**config.mk**
```make
export PLATFORM = sky130hd
export DESIGN_NAME = terminal_key_sequence_decoder
export DESIGN_NICKNAME = d
export VERILOG_FILES = /design/src/hdl/tksd_pkg.sv /design/src/hdl/tksd_ctrl.sv /design/src/hdl/tksd_datapath.sv /design/src/hdl/terminal_key_sequence_decoder.sv
export SDC_FILE = /design/constraint.sdc
export NUM_CORES = 1
export LEC_CHECK = 0
export ABC_AREA = 0
export BUFFER_PORTS_ARGS = -buffer_cell sky130_fd_sc_hd__clkbuf_2
export CORE_ASPECT_RATIO = 0.5
export CORE_MARGIN = 5
export CORE_UTILIZATION = 67
export CTS_CLUSTER_SIZE = 10
export DETAILED_ROUTE_END_ITERATION = 6
export PLACE_DENSITY = 0.86
export SYNTH_ARGS = -nofsm -noshare
export SYNTH_HDL_FRONTEND = slang
export SYNTH_HIERARCHICAL = 1
export SYNTH_SLANG_ARGS = --single-unit
```
**constraint.sdc**
```tcl
create_clock -name clk -period 11.19 [get_ports clk]
set_clock_uncertainty 0.05 [all_clocks]
set_input_delay 2.238 -clock clk [delete_from_list [all_inputs] [get_ports clk]]
set_output_delay 2.238 -clock clk [all_outputs]
set_load 0.005 [all_outputs]
```
**src/hdl/tksd_pkg.sv**
```systemverilog
// ----------------------------------------------------------------------------
// tksd_pkg
// Shared types, key codes and the escape sequence table of the key decoder.
// ----------------------------------------------------------------------------
`default_nettype none

package tksd_pkg;

  localparam int SEQ_MAX    = 7;   // longest table sequence
  localparam int TABLE_SIZE = 48;

  // key codes
  localparam logic [4:0] KC_ERROR = 5'd0;
  localparam logic [4:0] KC_PLAIN = 5'd1;
  localparam logic [4:0] KC_MOD   = 5'd2;
  localparam logic [4:0] KC_ENTER = 5'd3;
  localparam logic [4:0] KC_TAB   = 5'd4;
  localparam logic [4:0] KC_ESC   = 5'd5;
  localparam logic [4:0] KC_BKSP  = 5'd6;
  localparam logic [4:0] KC_UP    = 5'd7;
  localparam logic [4:0] KC_DOWN  = 5'd8;
  localparam logic [4:0] KC_RIGHT = 5'd9;
  localparam logic [4:0] KC_LEFT  = 5'd10;
  localparam logic [4:0] KC_END   = 5'd11;
  localparam logic [4:0] KC_HOME  = 5'd12;
  localparam logic [4:0] KC_F1    = 5'd13;
  localparam logic [4:0] KC_F2    = 5'd14;
  localparam logic [4:0] KC_F3    = 5'd15;
  localparam logic [4:0] KC_F4    = 5'd16;
  localparam logic [4:0] KC_F5    = 5'd17;
  localparam logic [4:0] KC_F6    = 5'd18;
  localparam logic [4:0] KC_F7    = 5'd19;
  localparam logic [4:0] KC_F8    = 5'd20;
  localparam logic [4:0] KC_F9    = 5'd21;
  localparam logic [4:0] KC_F10   = 5'd22;
  localparam logic [4:0] KC_F11   = 5'd23;
  localparam logic [4:0] KC_F12   = 5'd24;
  localparam logic [4:0] KC_INS   = 5'd25;
  localparam logic [4:0] KC_DEL   = 5'd26;
  localparam logic [4:0] KC_PGUP  = 5'd27;
  localparam logic [4:0] KC_PGDN  = 5'd28;

  // modifiers
  localparam logic [1:0] MOD_NONE = 2'd0;
  localparam logic [1:0] MOD_CTRL = 2'd1;
  localparam logic [1:0] MOD_META = 2'd2;

  localparam logic [6:0] CH_TILDE = 7'h7e;
  localparam logic [6:0] CH_QUERY = 7'h3f;
  localparam logic [6:0] CH_SPACE = 7'h20;
  localparam logic [6:0] CTRL_OFS = 7'h40;

  typedef logic [0:SEQ_MAX-1][7:0] seq_bytes_t;

  typedef struct packed {
    logic [4:0] code;
    logic [1:0] modifier;
    logic [2:0] len;
    seq_bytes_t seq;
  } seq_entry_t;

  typedef struct packed {
    logic [4:0] code;
    logic [1:0] modifier;
    logic [6:0] ch;
  } key_event_t;

  // controller -> datapath
  typedef struct packed {
    logic load;   // take the input byte into the hold buffer
    logic step;   // resolve the head and emit one event
  } tksd_cmd_t;

  // datapath -> controller
  typedef struct packed {
    logic can_go;    // head can be resolved now
    logic more;      // another event follows the one resolved now
    logic out_free;  // output register can take an event
  } tksd_status_t;

  // first match wins
  localparam seq_entry_t SEQ_TABLE [TABLE_SIZE] = '{
    '{KC_F1,  MOD_CTRL, 3'd6, '{8'h1b, 8'h5b, 8'h31, 8'h3b, 8'h35, 8'h50, 8'h00}},
    '{KC_F2,  MOD_CTRL, 3'd6, '{8'h1b, 8'h5b, 8'h31, 8'h3b, 8'h35, 8'h51, 8'h00}},
    '{KC_F3,  MOD_CTRL, 3'd6, '{8'h1b, 8'h5b, 8'h31, 8'h3b, 8'h35, 8'h52, 8'h00}},
    '{KC_F4,  MOD_CTRL, 3'd6, '{8'h1b, 8'h5b, 8'h31, 8'h3b, 8'h35, 8'h53, 8'h00}},
    '{KC_F5,  MOD_CTRL, 3'd7, '{8'h1b, 8'h5b, 8'h31, 8'h35, 8'h3b, 8'h35, 8'h7e}},
    '{KC_F6,  MOD_CTRL, 3'd7, '{8'h1b, 8'h5b, 8'h31, 8'h37, 8'h3b, 8'h35, 8'h7e}},
    '{KC_F7,  MOD_CTRL, 3'd7, '{8'h1b, 8'h5b, 8'h31, 8'h38, 8'h3b, 8'h35, 8'h7e}},
    '{KC_F8,  MOD_CTRL, 3'd7, '{8'h1b, 8'h5b, 8'h31, 8'h39, 8'h3b, 8'h35, 8'h7e}},
    '{KC_F9,  MOD_CTRL, 3'd7, '{8'h1b, 8'h5b, 8'h32, 8'h30, 8'h3b, 8'h35, 8'h7e}},
    '{KC_F10, MOD_CTRL, 3'd7, '{8'h1b, 8'h5b, 8'h32, 8'h31, 8'h3b, 8'h35, 8'h7e}},
    '{KC_F11, MOD_CTRL, 3'd7, '{8'h1b, 8'h5b, 8'h32, 8'h33, 8'h3b, 8'h35, 8'h7e}},
    '{KC_F12, MOD_CTRL, 3'd7, '{8'h1b, 8'h5b, 8'h32, 8'h34, 8'h3b, 8'h35, 8'h7e}},
    '{KC_UP,    MOD_CTRL, 3'd6, '{8'h1b, 8'h5b, 8'h31, 8'h3b, 8'h35, 8'h41, 8'h00}},
    '{KC_DOWN,  MOD_CTRL, 3'd6, '{8'h1b, 8'h5b, 8'h31, 8'h3b, 8'h35, 8'h42, 8'h00}},
    '{KC_RIGHT, MOD_CTRL, 3'd6, '{8'h1b, 8'h5b, 8'h31, 8'h3b, 8'h35, 8'h43, 8'h00}},
    '{KC_LEFT,  MOD_CTRL, 3'd6, '{8'h1b, 8'h5b, 8'h31, 8'h3b, 8'h35, 8'h44, 8'h00}},
    '{KC_END,   MOD_CTRL, 3'd6, '{8'h1b, 8'h5b, 8'h31, 8'h3b, 8'h35, 8'h46, 8'h00}},
    '{KC_HOME,  MOD_CTRL, 3'd6, '{8'h1b, 8'h5b, 8'h31, 8'h3b, 8'h35, 8'h48, 8'h00}},
    '{KC_INS,   MOD_CTRL, 3'd6, '{8'h1b, 8'h5b, 8'h32, 8'h3b, 8'h35, 8'h7e, 8'h00}},
    '{KC_DEL,   MOD_CTRL, 3'd6, '{8'h1b, 8'h5b, 8'h33, 8'h3b, 8'h35, 8'h7e, 8'h00}},
    '{KC_PGUP,  MOD_CTRL, 3'd6, '{8'h1b, 8'h5b, 8'h35, 8'h3b, 8'h35, 8'h7e, 8'h00}},
    '{KC_PGDN,  MOD_CTRL, 3'd6, '{8'h1b, 8'h5b, 8'h36, 8'h3b, 8'h35, 8'h7e, 8'h00}},
    '{KC_F5,  MOD_NONE, 3'd5, '{8'h1b, 8'h5b, 8'h31, 8'h35, 8'h7e, 8'h00, 8'h00}},
    '{KC_F6,  MOD_NONE, 3'd5, '{8'h1b, 8'h5b, 8'h31, 8'h37, 8'h7e, 8'h00, 8'h00}},
    '{KC_F7,  MOD_NONE, 3'd5, '{8'h1b, 8'h5b, 8'h31, 8'h38, 8'h7e, 8'h00, 8'h00}},
    '{KC_F8,  MOD_NONE, 3'd5, '{8'h1b, 8'h5b, 8'h31, 8'h39, 8'h7e, 8'h00, 8'h00}},
    '{KC_F9,  MOD_NONE, 3'd5, '{8'h1b, 8'h5b, 8'h32, 8'h30, 8'h7e, 8'h00, 8'h00}},
    '{KC_F10, MOD_NONE, 3'd5, '{8'h1b, 8'h5b, 8'h32, 8'h31, 8'h7e, 8'h00, 8'h00}},
    '{KC_F11, MOD_NONE, 3'd5, '{8'h1b, 8'h5b, 8'h32, 8'h33, 8'h7e, 8'h00, 8'h00}},
    '{KC_F12, MOD_NONE, 3'd5, '{8'h1b, 8'h5b, 8'h32, 8'h34, 8'h7e, 8'h00, 8'h00}},
    '{KC_INS,   MOD_NONE, 3'd4, '{8'h1b, 8'h5b, 8'h32, 8'h7e, 8'h00, 8'h00, 8'h00}},
    '{KC_DEL,   MOD_NONE, 3'd4, '{8'h1b, 8'h5b, 8'h33, 8'h7e, 8'h00, 8'h00, 8'h00}},
    '{KC_PGUP,  MOD_NONE, 3'd4, '{8'h1b, 8'h5b, 8'h35, 8'h7e, 8'h00, 8'h00, 8'h00}},
    '{KC_PGDN,  MOD_NONE, 3'd4, '{8'h1b, 8'h5b, 8'h36, 8'h7e, 8'h00, 8'h00, 8'h00}},
    '{KC_UP,    MOD_NONE, 3'd3, '{8'h1b, 8'h5b, 8'h41, 8'h00, 8'h00, 8'h00, 8'h00}},
    '{KC_DOWN,  MOD_NONE, 3'd3, '{8'h1b, 8'h5b, 8'h42, 8'h00, 8'h00, 8'h00, 8'h00}},
    '{KC_RIGHT, MOD_NONE, 3'd3, '{8'h1b, 8'h5b, 8'h43, 8'h00, 8'h00, 8'h00, 8'h00}},
    '{KC_LEFT,  MOD_NONE, 3'd3, '{8'h1b, 8'h5b, 8'h44, 8'h00, 8'h00, 8'h00, 8'h00}},
    '{KC_END,   MOD_NONE, 3'd3, '{8'h1b, 8'h5b, 8'h46, 8'h00, 8'h00, 8'h00, 8'h00}},
    '{KC_HOME,  MOD_NONE, 3'd3, '{8'h1b, 8'h5b, 8'h48, 8'h00, 8'h00, 8'h00, 8'h00}},
    '{KC_F1,    MOD_NONE, 3'd3, '{8'h1b, 8'h4f, 8'h50, 8'h00, 8'h00, 8'h00, 8'h00}},
    '{KC_F2,    MOD_NONE, 3'd3, '{8'h1b, 8'h4f, 8'h51, 8'h00, 8'h00, 8'h00, 8'h00}},
    '{KC_F3,    MOD_NONE, 3'd3, '{8'h1b, 8'h4f, 8'h52, 8'h00, 8'h00, 8'h00, 8'h00}},
    '{KC_F4,    MOD_NONE, 3'd3, '{8'h1b, 8'h4f, 8'h53, 8'h00, 8'h00, 8'h00, 8'h00}},
    '{KC_ENTER, MOD_NONE, 3'd1, '{8'h0d, 8'h00, 8'h00, 8'h00, 8'h00, 8'h00, 8'h00}},
    '{KC_ESC,   MOD_NONE, 3'd1, '{8'h1b, 8'h00, 8'h00, 8'h00, 8'h00, 8'h00, 8'h00}},
    '{KC_TAB,   MOD_NONE, 3'd1, '{8'h09, 8'h00, 8'h00, 8'h00, 8'h00, 8'h00, 8'h00}},
    '{KC_BKSP,  MOD_NONE, 3'd1, '{8'h7f, 8'h00, 8'h00, 8'h00, 8'h00, 8'h00, 8'h00}}
  };

  function automatic logic is_plain(input logic [7:0] b);
    return (b >= 8'h20) && (b <= 8'h7e);
  endfunction

  function automatic logic is_ctrl(input logic [7:0] b);
    return (b < 8'h1b) && (b != 8'h09) && (b != 8'h0a) && (b != 8'h0d);
  endfunction

  // byte compare of the window against one entry, over its length only
  function automatic logic seq_equal(input seq_entry_t e, input seq_bytes_t win);
    logic eq;
    eq = 1'b1;
    for (int j = 0; j < SEQ_MAX; j++) begin
      if ((3'(j) < e.len) && (win[j] != e.seq[j])) begin
        eq = 1'b0;
      end
    end
    return eq;
  endfunction

endpackage

`default_nettype wire

```
**src/hdl/tksd_ctrl.sv**
```systemverilog
// ----------------------------------------------------------------------------
// tksd_ctrl
// Sequencer: takes one byte, then steps out events until none is ready.
// ----------------------------------------------------------------------------
`default_nettype none

module tksd_ctrl
  import tksd_pkg::*;
(
  input  wire logic         clk,
  input  wire logic         rst,
  input  wire logic         s_tvalid,
  output      logic         s_tready,
  input  wire tksd_status_t status,
  output      tksd_cmd_t    cmd
);

  typedef enum logic [1:0] {
    ST_IDLE = 2'b01,
    ST_RUN  = 2'b10
  } state_t;

  state_t state, state_next;

  always_comb begin
    state_next = state;
    cmd        = '0;
    s_tready   = 1'b0;
    case (state)
      ST_IDLE: begin
        s_tready = 1'b1;
        if (s_tvalid) begin
          cmd.load   = 1'b1;
          state_next = ST_RUN;
        end
      end
      ST_RUN: begin
        if (!status.can_go) begin
          state_next = ST_IDLE;
        end else if (status.out_free) begin
          cmd.step = 1'b1;
          if (!status.more) begin
            state_next = ST_IDLE;
          end
        end
      end
      default: begin
        state_next = ST_IDLE;
      end
    endcase
  end

  always_ff @(posedge clk) begin
    if (rst) begin
      state <= ST_IDLE;
    end else begin
      state <= state_next;
    end
  end

endmodule

`default_nettype wire

```
**src/hdl/tksd_datapath.sv**
```systemverilog
// ----------------------------------------------------------------------------
// tksd_datapath
// Hold buffer, head resolver against the sequence table, output register.
// ----------------------------------------------------------------------------
`default_nettype none

module tksd_datapath
  import tksd_pkg::*;
#(
  parameter int HOLD_DEPTH = 8
) (
  input  wire logic         clk,
  input  wire logic         rst,
  input  wire tksd_cmd_t    cmd,
  output      tksd_status_t status,
  input  wire logic [7:0]   s_tdata,
  input  wire logic         s_tlast,
  output      logic         m_tvalid,
  input  wire logic         m_tready,
  output      logic [15:0]  m_tdata,
  output      logic         m_tlast
);

  localparam int CW = $clog2(HOLD_DEPTH + 1);

  logic [HOLD_DEPTH-1:0][7:0]         held;
  logic [CW-1:0]                      count;
  logic                               chunk_end;
  logic [HOLD_DEPTH+SEQ_MAX-1:0][7:0] ext;
  logic [HOLD_DEPTH+SEQ_MAX-1:0][7:0] ext_sh;
  seq_bytes_t                         win;
  logic [7:0]                         head;
  logic [7:0]                         head_nx;
  logic [2:0]                         used;
  logic [CW-1:0]                      count_nx;
  logic                               hit;
  seq_entry_t                         entry;
  key_event_t                         ev;
  key_event_t                         out_ev;
  logic                               out_last;
  logic                               more;

  assign head = held[0];

  always_comb begin
    for (int j = 0; j < SEQ_MAX; j++) begin
      win[j] = held[j];
    end
  end

  // first matching table entry that fits in the held bytes
  always_comb begin
    hit   = 1'b0;
    entry = SEQ_TABLE[0];
    for (int t = 0; t < TABLE_SIZE; t++) begin
      if (!hit && (CW'(SEQ_TABLE[t].len) <= count) && seq_equal(SEQ_TABLE[t], win)) begin
        hit   = 1'b1;
        entry = SEQ_TABLE[t];
      end
    end
  end

  always_comb begin
    if (is_plain(head)) begin
      ev   = '{KC_PLAIN, MOD_NONE, head[6:0]};
      used = 3'd1;
    end else if (is_ctrl(head)) begin
      ev   = '{KC_MOD, MOD_CTRL, (head == 8'h00) ? CH_SPACE : head[6:0] + CTRL_OFS};
      used = 3'd1;
    end else if (hit) begin
      if ((entry.code == KC_ESC) && (count >= CW'(2)) && is_plain(held[1])) begin
        ev   = '{KC_MOD, MOD_META, held[1][6:0]};
        used = 3'd2;
      end else begin
        ev   = '{entry.code, entry.modifier, CH_TILDE};
        used = entry.len;
      end
    end else begin
      ev   = '{KC_ERROR, MOD_NONE, CH_QUERY};
      used = 3'd1;
    end
  end

  // buffer after dropping the consumed bytes
  assign ext      = {{SEQ_MAX{8'h00}}, held};
  assign ext_sh   = ext >> {used, 3'b000};
  assign head_nx  = ext_sh[0];
  assign count_nx = count - CW'(used);

  assign more = (count_nx != '0) &&
                (chunk_end || is_plain(head_nx) || is_ctrl(head_nx) ||
                 (count_nx >= CW'(SEQ_MAX)));

  assign status.can_go   = (count != '0) &&
                           (chunk_end || is_plain(head) || is_ctrl(head) ||
                            (count >= CW'(SEQ_MAX)));
  assign status.more     = more;
  assign status.out_free = !m_tvalid || m_tready;

  always_ff @(posedge clk) begin
    if (rst) begin
      count <= '0;
    end else if (cmd.load && (count < CW'(HOLD_DEPTH))) begin
      count <= count + CW'(1);
    end else if (cmd.step) begin
      count <= count_nx;
    end
  end

  always_ff @(posedge clk) begin
    if (cmd.load) begin
      chunk_end <= s_tlast;
      for (int i = 0; i < HOLD_DEPTH; i++) begin
        if (count == CW'(i)) begin
          held[i] <= s_tdata;
        end
      end
    end else if (cmd.step) begin
      held <= ext_sh[HOLD_DEPTH-1:0];
    end
  end

  // output register
  always_ff @(posedge clk) begin
    if (rst) begin
      m_tvalid <= 1'b0;
    end else if (cmd.step) begin
      m_tvalid <= 1'b1;
    end else if (m_tready) begin
      m_tvalid <= 1'b0;
    end
  end

  always_ff @(posedge clk) begin
    if (cmd.step) begin
      out_ev   <= ev;
      out_last <= !more;
    end
  end

  assign m_tdata = {2'b00, out_ev.ch, out_ev.modifier, out_ev.code};
  assign m_tlast = out_last;

endmodule

`default_nettype wire

```
**src/hdl/terminal_key_sequence_decoder.sv**
```systemverilog
// ----------------------------------------------------------------------------
// terminal_key_sequence_decoder
// Raw terminal bytes in, key events out (plain, CTRL, META, escape keys).
// ----------------------------------------------------------------------------
//
//   channel  dir  tdata fields (low bit up)                    tlast
//   s_*      in   data_byte[7:0]                               chunk_end
//   m_*      out  key_code[4:0] modifier[6:5] char_value[13:7]  last_of_run
//                 pad[15:14] = 0
//
// Flow: a load takes the byte into the hold buffer, then the sequencer
//   resolves one event per cycle from the buffer head while the output
//   register can take it. At most 7 bytes are held after a load, so one
//   byte releases at most 7 events. A byte with no event gets the load,
//   then the check that finds nothing ready.
// Reset: rst (sync, active high) empties the hold buffer and the output.
// Stalls: m_tready low holds the sequencer while the output register is full;
//   s_tready is high only while idle, even with an event still waiting there.
//
`default_nettype none

module terminal_key_sequence_decoder
  import tksd_pkg::*;
#(
  parameter int HOLD_DEPTH = 8   // held bytes, 7..16
) (
  input  wire logic        clk,
  input  wire logic        rst,
  input  wire logic        s_tvalid,
  output      logic        s_tready,
  input  wire logic [7:0]  s_tdata,   // data_byte[7:0]
  input  wire logic        s_tlast,   // chunk_end
  output      logic        m_tvalid,
  input  wire logic        m_tready,
  output      logic [15:0] m_tdata,   // key_code[4:0], modifier[6:5], char_value[13:7]
  output      logic        m_tlast    // last_of_run
);

  tksd_cmd_t    cmd;
  tksd_status_t status;

  // sequencer: idle / run
  tksd_ctrl u_ctrl (
    .clk      (clk),
    .rst      (rst),
    .s_tvalid (s_tvalid),
    .s_tready (s_tready),
    .status   (status),
    .cmd      (cmd)
  );

  // hold buffer, table match and output register
  tksd_datapath #(
    .HOLD_DEPTH (HOLD_DEPTH)
  ) u_datapath (
    .clk      (clk),
    .rst      (rst),
    .cmd      (cmd),
    .status   (status),
    .s_tdata  (s_tdata),
    .s_tlast  (s_tlast),
    .m_tvalid (m_tvalid),
    .m_tready (m_tready),
    .m_tdata  (m_tdata),
    .m_tlast  (m_tlast)
  );

endmodule

`default_nettype wire

```
==> results.toml <==
[outcome]
status = "finished, violations left"
violations = "design-rule violations"

[setup_path]
rrSetupSlack_ns = 4.91
startpoint_type = "register"
arrival_ns = 6.46
crit_top_cell = "o21ai_0"
slowest_stage = "edfxtp_1"
cp_cell_sequence = "or4b_1, a211oi_2, a211oi_4, o31ai_1, o31a_1, o211ai_1, nand3_1, o21ai_0, inv_1, ha_1, nor2b_1, o21ai_0, nand2b_1, xnor2_1, o21ai_0, a211oi_2, a21oi_1, or2b_1, a41o_1"
critical_path_class = "register to register"
crit_required_ns = 11.37
endpoint_kind = "register"
crit_buf_inv = 1
path_max_fanout = 16
max_stage_delay_ns = 0.90
crit_family = "compound AO/OA/AOI/OAI gates"

[synth]
synth_fa_ha_area_frac = 0.0127
muxShareOfSynthArea = 0.0560
yosysTopAreaCellShare = 0.322
synth_compound_area_frac = 0.229
yosysWarningCount = 6
synth_cells = 892
synthXorXnorAreaFrac = 0.00822
synth-seq-cells = 87
async_reset_ff_frac = 0
avgSynthCellArea_um2 = 8.36
netlist_top_cells_area = "edfxtp_1, nand2_1, a21oi_1"
ys_seq_area_frac = 0.341
netlist_area_mm2 = 0.00746
yosysTopAreaCell = "edfxtp_1"
yosys-top-cells-count = "nand2_1, edfxtp_1, nor2_1"
synth_edf_count = 80
ys.flop_type = "edfxtp_1"
synth.most_common_cell = "nand2_1"
synth_top_family_by_area = "simple AND/OR/NAND/NOR gates"
synth_cell_types = 104
yosys.area_share.simple = 0.304

[timing]
setup_viol = 0
slew_headroom = 0.0478
drv_slew = 0
rsz0062_at_grt = "false"
finalHoldViolations = 0
worstMarginPinSlew_ns = 1.42
fin_tns_setup_ns = 0
min_period_ns = 6.28
fin_ws_ns = 4.91
period_share = 0.561
maxClockFrequency_mhz = 159

[power]
p_comb_frac = 0.104
p_switching_mw = 0.206
switching_share = 0.266
peakVddDrop_v = 0.0000773
power_density_mw_per_mm2 = 97.6
p_seq_frac = 0.487
clkPwrFrac = 0.409
leakage_nw = 2.91
p_int_mw = 0.569

[cts]
clock_path_buffers = 2
cts_setup_buffers = 0
cts_sinks = 87
htreeDepth = 3
cts_tree = "done"
root_buffer = "clkbuf_16"
insertion_delay_ns = 0.34
cts_buffers = 9
path_clk_slew_ns = 0.07
cts_resized = 0
holdBufCountCts = 0

[placement]
pre_cts_slack_ns = 5.23
hpwl_um = 22000
place.gp.congestion = 1.15
portBuffers = 29
placed_area_mm2 = 0.00763

[grt]
globalRouteTotalUtil = 0.416
grt_max_degree = 40
grt-ovfl-total = 0
grt_pass1_vias = 7193
grt_pass1_wl_um = 43400
antenna_found_initial = 1

[floorplan]
die_y_um = 84.6
core_area_mm2 = 0.0109
rows = 27
dieArea_mm2 = 0.0135
start_util = 0.681
pin_count = 32
die_x_um = 159

[detailed_routing]
vias = 8200
wirelength_um = 29300
avgRoutedWirePerCell_um = 28.2
routed_via_density = 7.89
firstDrtPassIters = 7
drtIter0Drc = 1991
drc = 2
drtAntennaViolNets = 0

[layout]
multi_input_area_mm2 = 0.00458
layout.nets = 908
syn2layout_area_growth_pct = 6.48
drive_gt1_frac = 0.123
register_area_mm2 = 0.00254
fillers = 814
final_design_area_no_fill_mm2 = 0.00794

[run]
drv_cap = 0

[worst_hold_path]
hp-class = "register to register"
layout make-up:
class                      instances  share of cell area
timing repair buffer              40              0.0287
clock inverter                     7             0.00993
tap                              145              0.0228
multi-input combinational        723               0.577
clock buffer                       9              0.0284
antenna                            1            0.000315
inverter                          27              0.0128
sequential                        87               0.320
metrics by stage:
step / utilization / instances / total power, mW / hold slack [ns]
floorplan: - / 893 / 0.432 / 0.426
global placement: 0.698 / 1022 / 0.457 / 0.447
detailed placement: 0.698 / 1022 / 0.459 / 0.468
CTS: 0.725 / 1038 / 0.764 / 0.490
global route: 0.726 / 1039 / 0.792 / 0.541
finish: 0.726 / 1039 / 0.775 / 0.498
cells by family (layout without fill, tap and decap cells):
group / after synthesis / count (layout)
flip-flops: 87 / 87
XOR/XNOR: 7 / 7
adder cells (fa/ha/maj): 7 / 7
multiplexers: 40 / 40
AO/OA/AOI/OAI: 248 / 248
buffers and inverters: 83 / 83
other: 1 / 3
AND/OR/NAND/NOR: 419 / 419
sequential cells by signal, indices dropped and copies added (netlist names):
register,flops
u_ctrl/state,2
u_datapath/chunk_end,1
u_datapath/count,4
u_datapath/ext,56
u_datapath/head,8
u_datapath/m_tdata,14
u_datapath/m_tlast,1
u_datapath/m_tvalid,1
final timing paths:
path,cells past startpoint,from,to
max,19,u_datapath/ext[16]$_DFFE_PP_,u_ctrl/state[1]$_SDFFE_PP0P_
min reg2reg,1,u_ctrl/state[1]$_SDFFE_PP0P_,u_ctrl/state[0]$_SDFFE_PP1P_
max reg2reg,19,u_datapath/ext[16]$_DFFE_PP_,u_ctrl/state[1]$_SDFFE_PP0P_
min,1,u_ctrl/state[1]$_SDFFE_PP0P_,u_ctrl/state[0]$_SDFFE_PP1P_
power by group through the flow:
stage / Sequential (mW) / Combinational (mW) / Clock (mW)
floorplan: 0.377 / 0.0549 / 0
global placement: 0.383 / 0.0743 / 0
detailed placement: 0.384 / 0.0757 / 0
CTS: 0.376 / 0.0762 / 0.312
global route: 0.378 / 0.0857 / 0.328
finish: 0.378 / 0.0805 / 0.317
placed cells by master (no fill, tap or decap), types with 4 or more instances in the layout:
master | netlist | routed
a211o_1 | 4 | 4
a211oi_1 | 10 | 10
a21o_1 | 4 | 4
a21oi_1 | 61 | 61
a221o_1 | 5 | 5
a22oi_1 | 4 | 4
a31oi_1 | 7 | 7
and2_1 | 6 | 6
and3_1 | 13 | 13
buf_4 | 4 | 11
clkbuf_16 | 0 | 9
clkbuf_2 | 0 | 29
dfxtp_1 | 7 | 7
edfxtp_1 | 80 | 80
ha_1 | 6 | 6
inv_1 | 27 | 27
mux2_2 | 10 | 10
mux2i_1 | 29 | 29
nand2_1 | 124 | 124
nand2b_1 | 13 | 13
nand3_1 | 42 | 42
nand3b_1 | 7 | 7
nand4_1 | 20 | 20
nand4b_1 | 5 | 5
nor2_1 | 76 | 76
nor2b_1 | 6 | 6
nor3_1 | 27 | 27
nor3b_1 | 7 | 7
nor4_1 | 17 | 17
o211ai_1 | 15 | 15
o21a_1 | 9 | 9
o21ai_0 | 59 | 56
o21ai_1 | 5 | 8
o22a_1 | 4 | 4
o22ai_1 | 4 | 4
o31ai_1 | 6 | 6
or2_2 | 5 | 5
or3_1 | 7 | 7
or3b_2 | 4 | 4
xnor2_1 | 5 | 5
per-layer routing:
metal	global-route usage	share of wire	vias up
li1	-	-	3387
met3	0.239	0.22	185
met5	0.0315	0.0015	-
met1	0.583	0.37	3748
met2	0.535	0.36	876
met4	0.120	0.050	4
Note: power is estimated with default switching activity, not from simulation.
